==> src/rtl/dorq_pkg.sv <==
package dorq_pkg;

    localparam int QUEUE_DEPTH = 64;
    localparam int TIME_BITS   = 32;
    localparam int ID_BITS     = 8;
    localparam int IDX_BITS    = $clog2(QUEUE_DEPTH);
    localparam int CNT_BITS    = IDX_BITS + 1;

    localparam logic CMD_ADD  = 1'b0;
    localparam logic CMD_TICK = 1'b1;

    typedef enum logic [1:0] {
        ST_RELEASED = 2'd0,
        ST_ACCEPTED = 2'd1,
        ST_FULL     = 2'd2,
        ST_NONE_DUE = 2'd3
    } status_t;

    typedef struct packed {
        logic [TIME_BITS-1:0] rel_time;
        logic [ID_BITS-1:0]   task_id;
    } entry_t;

    typedef enum logic [2:0] {
        RD_NONE,
        RD_HEAD,
        RD_NEXT_HEAD,
        RD_TAIL_M1,
        RD_POS_M2
    } rd_sel_t;

    typedef struct packed {
        logic    latch;
        rd_sel_t rd_sel;
        logic    init_pos;
        logic    shift;
        logic    put;
        logic    pop;
        logic    drop_held;
        logic    emit;
        status_t emit_status;
        logic    emit_last;
    } dp_cmd_t;

    typedef struct packed {
        logic is_tick;
        logic full;
        logic empty;
        logic due;
        logic later;
        logic rem_one;
        logic held;
        logic out_free;
    } dp_status_t;

endpackage

==> src/rtl/dorq_ram.sv <==
module dorq_ram #(
    parameter int WIDTH = 40,
    parameter int DEPTH = 64
) (
    input  logic                     aclk,
    input  logic                     wr_en,
    input  logic [$clog2(DEPTH)-1:0] wr_addr,
    input  logic [WIDTH-1:0]         wr_data,
    input  logic                     rd_en,
    input  logic [$clog2(DEPTH)-1:0] rd_addr,
    output logic [WIDTH-1:0]         rd_data
);
    logic [WIDTH-1:0] mem [DEPTH];
    logic [WIDTH-1:0] rd_data_reg;

    always_ff @(posedge aclk) begin
        if (wr_en) begin
            mem[wr_addr] <= wr_data;
        end
        if (rd_en) begin
            rd_data_reg <= mem[rd_addr];
        end
    end

    assign rd_data = rd_data_reg;
endmodule

==> src/rtl/dorq_ctrl.sv <==
module dorq_ctrl (
    input  logic                aclk,
    input  logic                aresetn,
    input  logic                s_valid,
    output logic                s_ready,
    input  dorq_pkg::dp_status_t stat,
    output dorq_pkg::dp_cmd_t   cmd
);
    import dorq_pkg::*;

    typedef enum logic [5:0] {
        S_IDLE      = 6'b000001,
        S_CHECK     = 6'b000010,
        S_ADD_EVAL  = 6'b000100,
        S_ADD_PUT   = 6'b001000,
        S_RESP      = 6'b010000,
        S_TICK_EVAL = 6'b100000
    } state_t;

    state_t state_reg, state_next;
    logic   resp_full_reg, resp_full_next;
    logic   stall;

    always_ff @(posedge aclk) begin
        if (!aresetn) begin
            state_reg     <= S_IDLE;
            resp_full_reg <= 1'b0;
        end else begin
            state_reg     <= state_next;
            resp_full_reg <= resp_full_next;
        end
    end

    assign stall = (stat.held || !stat.due) && !stat.out_free;

    always_comb begin
        state_next      = state_reg;
        resp_full_next  = resp_full_reg;
        s_ready         = 1'b0;
        cmd             = '0;
        cmd.rd_sel      = RD_NONE;
        cmd.emit_status = ST_ACCEPTED;
        case (state_reg)
            S_IDLE: begin
                s_ready = 1'b1;
                if (s_valid) begin
                    cmd.latch  = 1'b1;
                    state_next = S_CHECK;
                end
            end
            S_CHECK: begin
                if (stat.is_tick) begin
                    cmd.rd_sel = RD_HEAD;
                    state_next = S_TICK_EVAL;
                end else if (stat.full) begin
                    resp_full_next = 1'b1;
                    state_next     = S_RESP;
                end else begin
                    resp_full_next = 1'b0;
                    cmd.init_pos   = 1'b1;
                    if (stat.empty) begin
                        state_next = S_ADD_PUT;
                    end else begin
                        cmd.rd_sel = RD_TAIL_M1;
                        state_next = S_ADD_EVAL;
                    end
                end
            end
            S_ADD_EVAL: begin
                if (stat.later) begin
                    cmd.shift = 1'b1;
                    if (stat.rem_one) begin
                        state_next = S_ADD_PUT;
                    end else begin
                        cmd.rd_sel = RD_POS_M2;
                    end
                end else begin
                    cmd.put    = 1'b1;
                    state_next = S_RESP;
                end
            end
            S_ADD_PUT: begin
                cmd.put    = 1'b1;
                state_next = S_RESP;
            end
            S_RESP: begin
                if (stat.out_free) begin
                    cmd.emit        = 1'b1;
                    cmd.emit_status = resp_full_reg ? ST_FULL : ST_ACCEPTED;
                    cmd.emit_last   = 1'b1;
                    state_next      = S_IDLE;
                end
            end
            S_TICK_EVAL: begin
                if (!stall) begin
                    if (stat.held) begin
                        cmd.emit        = 1'b1;
                        cmd.emit_status = ST_RELEASED;
                        cmd.emit_last   = !stat.due;
                    end else if (!stat.due) begin
                        cmd.emit        = 1'b1;
                        cmd.emit_status = ST_NONE_DUE;
                        cmd.emit_last   = 1'b1;
                    end
                    if (stat.due) begin
                        cmd.pop    = 1'b1;
                        cmd.rd_sel = RD_NEXT_HEAD;
                    end else begin
                        cmd.drop_held = 1'b1;
                        state_next    = S_IDLE;
                    end
                end
            end
            default: begin
                state_next = S_IDLE;
            end
        endcase
    end
endmodule

==> src/rtl/dorq_datapath.sv <==
module dorq_datapath (
    input  logic                             aclk,
    input  logic                             aresetn,
    input  logic                             s_command,
    input  logic [dorq_pkg::TIME_BITS-1:0]   s_release_time,
    input  logic [dorq_pkg::ID_BITS-1:0]     s_task_id,
    output logic                             m_valid,
    input  logic                             m_ready,
    output logic [1:0]                       m_status,
    output logic [dorq_pkg::ID_BITS-1:0]     m_released_id,
    output logic                             m_last,
    input  dorq_pkg::dp_cmd_t                cmd,
    output dorq_pkg::dp_status_t             stat
);
    import dorq_pkg::*;

    logic                 req_cmd_reg;
    logic [TIME_BITS-1:0] req_time_reg;
    logic [ID_BITS-1:0]   req_id_reg;
    logic [IDX_BITS-1:0]  head_reg, head_next;
    logic [CNT_BITS-1:0]  count_reg, count_next;
    logic [IDX_BITS-1:0]  pos_reg;
    logic [CNT_BITS-1:0]  rem_reg;
    logic                 held_reg, held_next;
    logic [ID_BITS-1:0]   held_id_reg;
    logic                 m_valid_reg;
    status_t              m_status_reg;
    logic [ID_BITS-1:0]   m_id_reg;
    logic                 m_last_reg;

    logic [IDX_BITS-1:0]     tail;
    logic                    wr_en;
    logic [IDX_BITS-1:0]     rd_addr;
    logic                    rd_en;
    entry_t                  wr_entry;
    logic [$bits(entry_t)-1:0] rd_data;
    entry_t                  rd_entry;

    assign tail     = head_reg + count_reg[IDX_BITS-1:0];
    assign rd_entry = entry_t'(rd_data);

    always_comb begin
        case (cmd.rd_sel)
            RD_HEAD:      rd_addr = head_reg;
            RD_NEXT_HEAD: rd_addr = head_reg + IDX_BITS'(1);
            RD_TAIL_M1:   rd_addr = tail - IDX_BITS'(1);
            RD_POS_M2:    rd_addr = pos_reg - IDX_BITS'(2);
            default:      rd_addr = head_reg;
        endcase
    end

    assign rd_en    = (cmd.rd_sel != RD_NONE);
    assign wr_en    = cmd.shift || cmd.put;
    assign wr_entry = cmd.shift ? rd_entry : entry_t'{rel_time: req_time_reg, task_id: req_id_reg};

    dorq_ram #(
        .WIDTH($bits(entry_t)),
        .DEPTH(QUEUE_DEPTH)
    ) u_ram (
        .aclk   (aclk),
        .wr_en  (wr_en),
        .wr_addr(pos_reg),
        .wr_data(wr_entry),
        .rd_en  (rd_en),
        .rd_addr(rd_addr),
        .rd_data(rd_data)
    );

    always_comb begin
        head_next  = head_reg;
        count_next = count_reg;
        held_next  = held_reg;
        if (cmd.put) begin
            count_next = count_reg + CNT_BITS'(1);
        end
        if (cmd.pop) begin
            head_next  = head_reg + IDX_BITS'(1);
            count_next = count_reg - CNT_BITS'(1);
            held_next  = 1'b1;
        end
        if (cmd.drop_held) begin
            held_next = 1'b0;
        end
    end

    always_ff @(posedge aclk) begin
        if (!aresetn) begin
            head_reg    <= '0;
            count_reg   <= '0;
            held_reg    <= 1'b0;
            m_valid_reg <= 1'b0;
        end else begin
            head_reg  <= head_next;
            count_reg <= count_next;
            held_reg  <= held_next;
            if (cmd.emit) begin
                m_valid_reg <= 1'b1;
            end else if (m_ready) begin
                m_valid_reg <= 1'b0;
            end
        end
    end

    always_ff @(posedge aclk) begin
        if (cmd.latch) begin
            req_cmd_reg  <= s_command;
            req_time_reg <= s_release_time;
            req_id_reg   <= s_task_id;
        end
        if (cmd.init_pos) begin
            pos_reg <= tail;
            rem_reg <= count_reg;
        end else if (cmd.shift) begin
            pos_reg <= pos_reg - IDX_BITS'(1);
            rem_reg <= rem_reg - CNT_BITS'(1);
        end
        if (cmd.pop) begin
            held_id_reg <= rd_entry.task_id;
        end
        if (cmd.emit) begin
            m_status_reg <= cmd.emit_status;
            m_id_reg     <= (cmd.emit_status == ST_RELEASED) ? held_id_reg : '0;
            m_last_reg   <= cmd.emit_last;
        end
    end

    assign stat.is_tick  = (req_cmd_reg == CMD_TICK);
    assign stat.full     = (count_reg == CNT_BITS'(QUEUE_DEPTH));
    assign stat.empty    = (count_reg == '0);
    assign stat.due      = !stat.empty && (rd_entry.rel_time <= req_time_reg);
    assign stat.later    = (rd_entry.rel_time > req_time_reg);
    assign stat.rem_one  = (rem_reg == CNT_BITS'(1));
    assign stat.held     = held_reg;
    assign stat.out_free = !m_valid_reg || m_ready;

    assign m_valid       = m_valid_reg;
    assign m_status      = m_status_reg;
    assign m_released_id = m_id_reg;
    assign m_last        = m_last_reg;
endmodule

==> src/rtl/deadline_ordered_release_queue.sv <==
// channel   direction  payload                                  handshake
// s_        in         command, release_time, task_id           s_valid / s_ready
// m_        out        status, released_id, last                m_valid / m_ready
//
// add: checks for room, then moves each stored task with a later release time up one slot (insertion shift
//   through the single-write entry ram), then writes the new task; a rejected add goes straight to the full response
// tick: pops and releases each due task in turn, the ram read of the next entry sets the pace
// reset clears the head, count, held flag, result valid and control state only; the entry ram needs no clearing pass
// a stalled result register holds the tick loop; s_ready is high only between requests
module deadline_ordered_release_queue (
    input  logic                           aclk,
    input  logic                           aresetn,
    input  logic                           s_valid,
    output logic                           s_ready,
    input  logic                           s_command,
    input  logic [dorq_pkg::TIME_BITS-1:0] s_release_time,
    input  logic [dorq_pkg::ID_BITS-1:0]   s_task_id,
    output logic                           m_valid,
    input  logic                           m_ready,
    output logic [1:0]                     m_status,
    output logic [dorq_pkg::ID_BITS-1:0]   m_released_id,
    output logic                           m_last
);
    import dorq_pkg::*;

    dp_cmd_t    cmd;
    dp_status_t stat;

    dorq_ctrl u_ctrl (
        .aclk   (aclk),
        .aresetn(aresetn),
        .s_valid(s_valid),
        .s_ready(s_ready),
        .stat   (stat),
        .cmd    (cmd)
    );

    dorq_datapath u_datapath (
        .aclk          (aclk),
        .aresetn       (aresetn),
        .s_command     (s_command),
        .s_release_time(s_release_time),
        .s_task_id     (s_task_id),
        .m_valid       (m_valid),
        .m_ready       (m_ready),
        .m_status      (m_status),
        .m_released_id (m_released_id),
        .m_last        (m_last),
        .cmd           (cmd),
        .stat          (stat)
    );
endmodule

==> config.mk <==
export PLATFORM = sky130hd
export DESIGN_NAME = deadline_ordered_release_queue
export DESIGN_NICKNAME = d
export VERILOG_FILES = /design/src/rtl/dorq_pkg.sv /design/src/rtl/dorq_ram.sv /design/src/rtl/dorq_ctrl.sv /design/src/rtl/dorq_datapath.sv /design/src/rtl/deadline_ordered_release_queue.sv
export SDC_FILE = /design/constraint.sdc
export NUM_CORES = 2
export LEC_CHECK = 0
export ABC_AREA = 1
export BUFFER_PORTS_ARGS = -buffer_cell sky130_fd_sc_hd__buf_2
export CAP_MARGIN = 10
export CORE_ASPECT_RATIO = 2
export CORE_UTILIZATION = 50
export CTS_BUF_LIST = sky130_fd_sc_hd__clkbuf_16
export DETAILED_ROUTE_END_ITERATION = 16
export PLACE_DENSITY = 0.69
export SLEW_MARGIN = 15
export SYNTH_ARGS = -nofsm -noshare
export SYNTH_HDL_FRONTEND = slang
export SYNTH_SLANG_ARGS = --single-unit
export TNS_END_PERCENT = 50
==> constraint.sdc <==
create_clock -name aclk -period 5.3 [get_ports aclk]
set_input_delay 0.53 -clock aclk [delete_from_list [all_inputs] [get_ports aclk]]
set_output_delay 0.53 -clock aclk [all_outputs]
set_load 0.02 [all_outputs]
**Word-level counts from Yosys, hierarchy flattened**

Memories as Yosys holds them, arrays and structs flattened. A register that Yosys moved wholly into a read port is not among the register bits.
Cells that the tools add are included.

- Bits in writable memories: 2,560
- Memories kept: 1
- Register bits after elaboration: 95
- Word-level logic and storage cells: 111

Memories:

| name | words | width | rd ports | clocked after Yosys merged registers in | wr ports | line | RTL |
|---|---|---|---|---|---|---|---|
| u_datapath.u_ram.mem | 64 | 40 | 1 | 1 | 1 | dorq_ram.sv:13 | `logic [WIDTH-1:0] mem [DEPTH];` |

- Bitwise gates (word level): 2
- Equal/unequal tests: 16
- $add $sub $neg: 8
- $lt $le $gt $ge: 2
- Reductions and logical operators: 18
- Muxes and demuxes: 49

Operator list:

| operator | count |
|---|---|
| 2-to-1 mux 6 bit | 10 |
| 2-to-1 mux 40 bit | 1 |
| case mux 6 bit (6 select lines) | 1 |
| greater-than comparator 32 bit | 1 |
| less-or-equal comparator 32 bit | 1 |
| 2-to-1 mux 7 bit | 4 |
| 2-to-1 mux 4 bit | 5 |
| case mux 6 bit (3 select lines) | 1 |
| 2-to-1 mux 1 bit | 15 |
| subtractor 7 x 1 -> 7 bit, second input constant | 2 |
| 2-to-1 mux 3 bit | 4 |
| subtractor 6 x 1 -> 6 bit, second input constant | 2 |
| case mux 3 bit (3 select lines) | 1 |
| 2-to-1 mux 2 bit | 4 |
| case mux 4 bit (2 select lines) | 1 |
| adder 7 x 1 -> 7 bit, second input constant | 1 |
| == test 7 x 1 -> 1 bit, second input constant | 1 |
| == test 7 bit, second input constant | 1 |
| zero test 7 bit | 1 |
| adder 6 x 1 -> 6 bit, second input constant | 1 |
| adder 6 bit | 1 |
| == test 3 x 2 -> 1 bit, second input constant | 2 |
| == test 6 x 1 -> 1 bit, second input constant | 1 |
| == test 6 x 2 -> 1 bit, second input constant | 1 |
| 21 further kinds | 32 |

**Depth between registers and ports, before layout**

- Word-level depth: 10
- Mapped depth: 31
- Mapped depth without buffers: 28

**Modules after synthesis**

From an unflattened synthesis, not the netlist that was laid out.

- Cells, all modules: 9,160
- Area, all modules: 109,460.0 um2

By module, submodules not included:

| module | instances | cells an instance | area each (um2) |
|---|---|---|---|
| dorq_ram | 1 | 8,445 | 103,536.8 |
| dorq_datapath | 1 | 628 | 5,358.9 |
| dorq_ctrl | 1 | 87 | 564.3 |

**Worst setup path before layout**

Ideal clock, no wire load.

- Path kind: reg2reg
- Start point: register u_datapath.u_ram.rd_data_reg[27] (netlist: u_datapath.u_ram.rd_data[27]), read port of u_datapath.u_ram.mem
- End point: memory u_datapath.u_ram.mem[0][37], data pin
- Stages on the path, launching flop included: 14
- Data arrival time: 4.336 ns
- Clock period less this slack: 5.038 ns
- Setup time: 0.702 ns
- Setup slack: 0.262 ns
- Data required time: 4.598 ns
- Cells stage by stage: edfxtp_1 -> ha_1 -> nand2_1 -> inv_2 -> nand2_1 -> nand2_1 -> nand2_1 -> nand3_1 -> a21oi_1 -> nand2_2 -> nand3_1 -> clkinv_1 -> clkbuf_1 -> o21ai_0

- Cells in the longest elaborated chain, start to end: 4

RTL lines:

| what | line | RTL |
|---|---|---|
| start, declared | dorq_ram.sv:14 | `logic [WIDTH-1:0] rd_data_reg;` |
| greater-than comparator 32 bit | dorq_datapath.sv:131 | `assign stat.later = (rd_entry.rel_time > req_time_reg);` |
| 2-to-1 mux 1 bit | dorq_ctrl.sv:70 | `if (stat.later) begin` |
| 2-to-1 mux 1 bit | dorq_ctrl.sv:43 | `case (state_reg)` |
| 2-to-1 mux 40 bit | dorq_datapath.sv:54 | `assign wr_entry = cmd.shift ? rd_entry : entry_t'{rel_time: req_time_reg, task_id: req_id_reg};` |
| via u_datapath.u_ram.wr_data[37] | dorq_ram.sv:8 | `input logic [WIDTH-1:0] wr_data,` |
| end, declared | dorq_ram.sv:13 |  |

The timed path passes the listed nets, and every way through them passes these cells.

**Final worst setup path**

- Start point: register u_datapath.u_ram.rd_data_reg[29] (netlist: u_datapath.u_ram.rd_data[29]), read port of u_datapath.u_ram.mem
- End point: register u_datapath.u_ram.rd_data_reg[17] (netlist: u_datapath.u_ram.rd_data[17]), read port of u_datapath.u_ram.mem, data pin

- Cells in the longest elaborated chain, start to end: 9

RTL lines:

| what | line | RTL |
|---|---|---|
| less-or-equal comparator 32 bit | dorq_datapath.sv:130 | `assign stat.due = !stat.empty && (rd_entry.rel_time <= req_time_reg);` |
| logical AND 1 bit | dorq_datapath.sv:130 |  |
| zero test 1 bit | dorq_ctrl.sv:34 | `assign stall = (stat.held \|\| !stat.due) && !stat.out_free;` |
| logical OR 1 bit | dorq_ctrl.sv:34 |  |
| logical AND 1 bit | dorq_ctrl.sv:34 |  |
| 2-to-1 mux 3 bit | dorq_ctrl.sv:95 | `if (!stall) begin` |
| case mux 3 bit (3 select lines) (*) | dorq_ctrl.sv:43 |  |
| == test 3 bit or == test 3 x 2 -> 1 bit (tied branches) | dorq_datapath.sv:43 | `case (cmd.rd_sel)` |
| case mux 6 bit (3 select lines) | dorq_datapath.sv:43 |  |

Every way passes the cells marked *; elsewhere a longest branch is shown, timed or not.
A chain may end at the register's enable or synchronous reset.

==> run_results.csv <==
group,metric,value,unit
sta,fin_tns_setup,0,ps
global_route,grt_antenna_before_repair,3,
routing,routed-via-count,84500,
cts,clockBufferDepth,4,
synth,ys_ff_latch,2695,
sta,fin_crit_sh,98.7,%
synth,ys_warn_count,0,
place,numPortBuffers,57,
sta,finalHoldViolCount,0,
global_route,grt_pass1_wl,541000,um
setup_path,cp-end-kind,"flip-flop",
power,leakage,52.3,nW
layout,syn_to_final_growth,12.5,%
synth,synth_nets,10700,
cts,clk_latency,910,ps
status,outcome,"completed",
cts,cts.htree.levels,4,
synth,synth_compound_area_share,0.539,%
floorplanning,die_h,693,um
sta,tightest_slew,1220,ps
synth,synth-simple-area-share,23.3,%
global_route,met2_usage,53.0,%
synth,yosys.area_share.adder,0.578,%
synth,synthCells,10700,
cts,cts_inserted_buffers,229,
global_route,grt_max_degree,161,
synth,async_flop_share,0,%
routing,viasPerCell,6.04,
global_route,grt_use_total,30.6,%
power,ir_worst_vdd,0.294,mV
place,dp_hpwl,224000,um
sta,min_period,5230,ps
layout,finalNetCount,10900,
routing,drt_pass1_iterations,6,
synth,synthTopCellsByArea,"edfxtp_1 67%, nand3_1 12%, nand3b_1 6.0%",
routing,wl_per_cell,26.8,um
cts,cts.clk_slew.worst_paths,70,ps
sta,fmax,0.191,GHz
sta,skew,49.7,ps
layout,drive_above_1_share,9.14,%
hold_path,hp-class,"primary input to flip-flop",
layout,fillers,18900,
sta,rsz0062_at_grt,"no",
setup_path,start_kind,"flip-flop",
routing,drc,0,
sta,drv_slew,0,
synth,synth_seq_area_share,67.6,%
setup_path,critPathKind,"flip-flop to flip-flop",
cts,cts-root-buf,"clkbuf_16",
synth,yosys.area_share.xor_xnor,0.161,%
synth,synth_edf_count,2673,
synth,synth_top_cell_by_area,"edfxtp_1",
synth,avgSynthCellArea,11.2,um^2
setup_path,path_max_fanout,101,
synth,synth_flop_cell,"edfxtp_1",
global_route,grt_use_met1,33.9,%
floorplanning,fp.coreArea,237000,um^2
cts,cts.sinks,2695,
floorplanning,initial_core_util,50.3,%
routing,detail-route-antenna-nets,0,
synth,yosysTopAreaCellShare,67.2,%
setup_path,cp.required,6020,ps
synth,syn_area,119000,um^2
power,power,41.0,mW
cts,cts_tree,"done",
sta,relSlewSlack,19.0,%
setup_path,cp_data_arrival_time,5950,ps
floorplanning,design.die.area,241000,um^2
floorplanning,pin_count,58,
floorplanning,die_w,348,um
sta,setup_viol_count_final,0,
power,power.density,305,nW/um^2
routing,routed_wl,375000,um
layout,multi_input_area,30300,um^2
synth,synth_most_common_cell,"nand3_1",
synth,synth_top_family_by_area,"simple AND/OR/NAND/NOR gates",
floorplanning,rows,253,
synth,ys_types,49,
global_route,overflow,0,
synth,synth_commonest_cells,"2746 x nand3_1, 2673 x edfxtp_1, 1643 x nand2_1, 1540 x inv_1, 959 x nand3b_1",
run,drv_cap,0,
global_route,first_global_vias,83000,
global_route,gr-usage-met3,4.39,%
global_route,busiest_layer,"met2",
layout,largest_register_ffs,2560,
layout,register_area,80700,um^2
routing,drt_first_iter_violations,10200,
synth,synth_mux_area_share,0,%
place,gp_congestion,0.920,
==> cell usage in the layout, fill, tap and decap left out, types with 3 or more instances in the layout <==
master            n
nor3_1            5
dfxtp_1          22
edfxtp_1       2673
clkinv_2         37
nor2_4           67
nor4_1            3
clkinvlp_4       13
clkinv_4          4
inv_8             3
buf_12          167
o21ai_0          30
inv_2             5
nand3b_1        959
nor2_1           52
inv_1          1580
nand2_4           4
xnor2_1           7
nand2_1        1631
clkinv_1         57
clkbuf_16       233
bufinv_16        20
dlygate4sd3_1    44
nand2_2          10
inv_6             4
nand4_1           7
nand3_2           4
nor2_2            3
buf_2            57
a21oi_1          38
xor2_1           15
nand3_1        2744
o21ai_4          35
a31oi_1           4
ha_1             52
buf_4           321
==> power breakdown <==
group	total [mW]	switching [mW]	internal, mW
clock	16.6	7.66	8.91
combinational	0.794	0.651	0.143
sequential	23.6	0.0281	23.6
==> routing by layer <==
layer	share of wire (%)	wire length, um	up-vias
li1	-	-	36900
met1	33	123000	41200
met2	49	186000	4979
met3	8.5	32000	1525
met4	9.1	34100	2
met5	0.0032	12	-
==> repair_timing <==
action / in CTS / in global routing
buffers inserted: 0 / 1
endpoints found under the hold margin: 54 / 0
hold buffers: 44 / 0
gates resized for setup: 0 / 6
setup endpoints to repair: 0 / 4
==> worst max-delay path, stage by stage (launching register included) <==
cell      delay (ps)
edfxtp_1         590
ha_1             400
a21oi_1          140
nor2_1            50
nor2_1            90
nand3_1          260
a21oi_1          260
buf_4            160
nand2_2          180
a21oi_2          220
buf_4            150
nand4_1          140
nand3b_1         260
nand2_8          180
inv_8            310
buf_16           400
nand3_1          180
nand3_1          100
nand3_1          100
nand3_1          160
nand3_1          260
nand2_2          280
==> stage by stage <==
| stage | instances | utilization [%] | cell area [um^2] | setup WS [ps] | hold WS, ps |
|---|---|---|---|---|---|
| after global placement | 13500 | 53.4 | 127000 | 68.9 | 457 |
| final | 14000 | 56.6 | 134000 | 69.7 | 74.6 |
| after detailed placement | 13500 | 53.4 | 127000 | 27.9 | 468 |
| after global routing | 14000 | 56.6 | 134000 | 11.2 | 73.6 |
| after CTS | 14000 | 56.6 | 134000 | 3.06 | 12.3 |
| after floorplan | 10700 | - | 119000 | 262 | 427 |
==> final cells by class <==
type | instances | area share (%)
Antenna cell | 1 | 0.00186
Clock buffer | 233 | 4.34
Clock inverter | 174 | 0.978
Inverter | 1551 | 4.35
Multi-Input combinational cell | 5694 | 22.5
Sequential cell | 2695 | 60.1
Tap cell | 3060 | 2.85
Timing Repair Buffer | 591 | 4.86
==> worst paths after layout <==
kind,slack [ps],startpoint,depth (start not counted),to
worst max-delay path,70,u_datapath.u_ram.rd_data[29],21,u_datapath.u_ram.rd_data[17]
worst min-delay path,70,m_ready,4,u_datapath.m_valid
worst max register to register,70,u_datapath.u_ram.rd_data[29],21,u_datapath.u_ram.rd_data[17]
worst min register to register,480,u_datapath.count_reg[6],1,u_datapath.count_reg[6]
==> logic make-up after synthesis <==
family / Yosys count
flip-flops: 2695
buffers and inverters: 2261
adder cells (fa/ha/maj): 54
AND/OR/NAND/NOR: 5498
AO/OA/AOI/OAI: 120
XOR/XNOR: 22
Power figures use the tool's default switching activity.
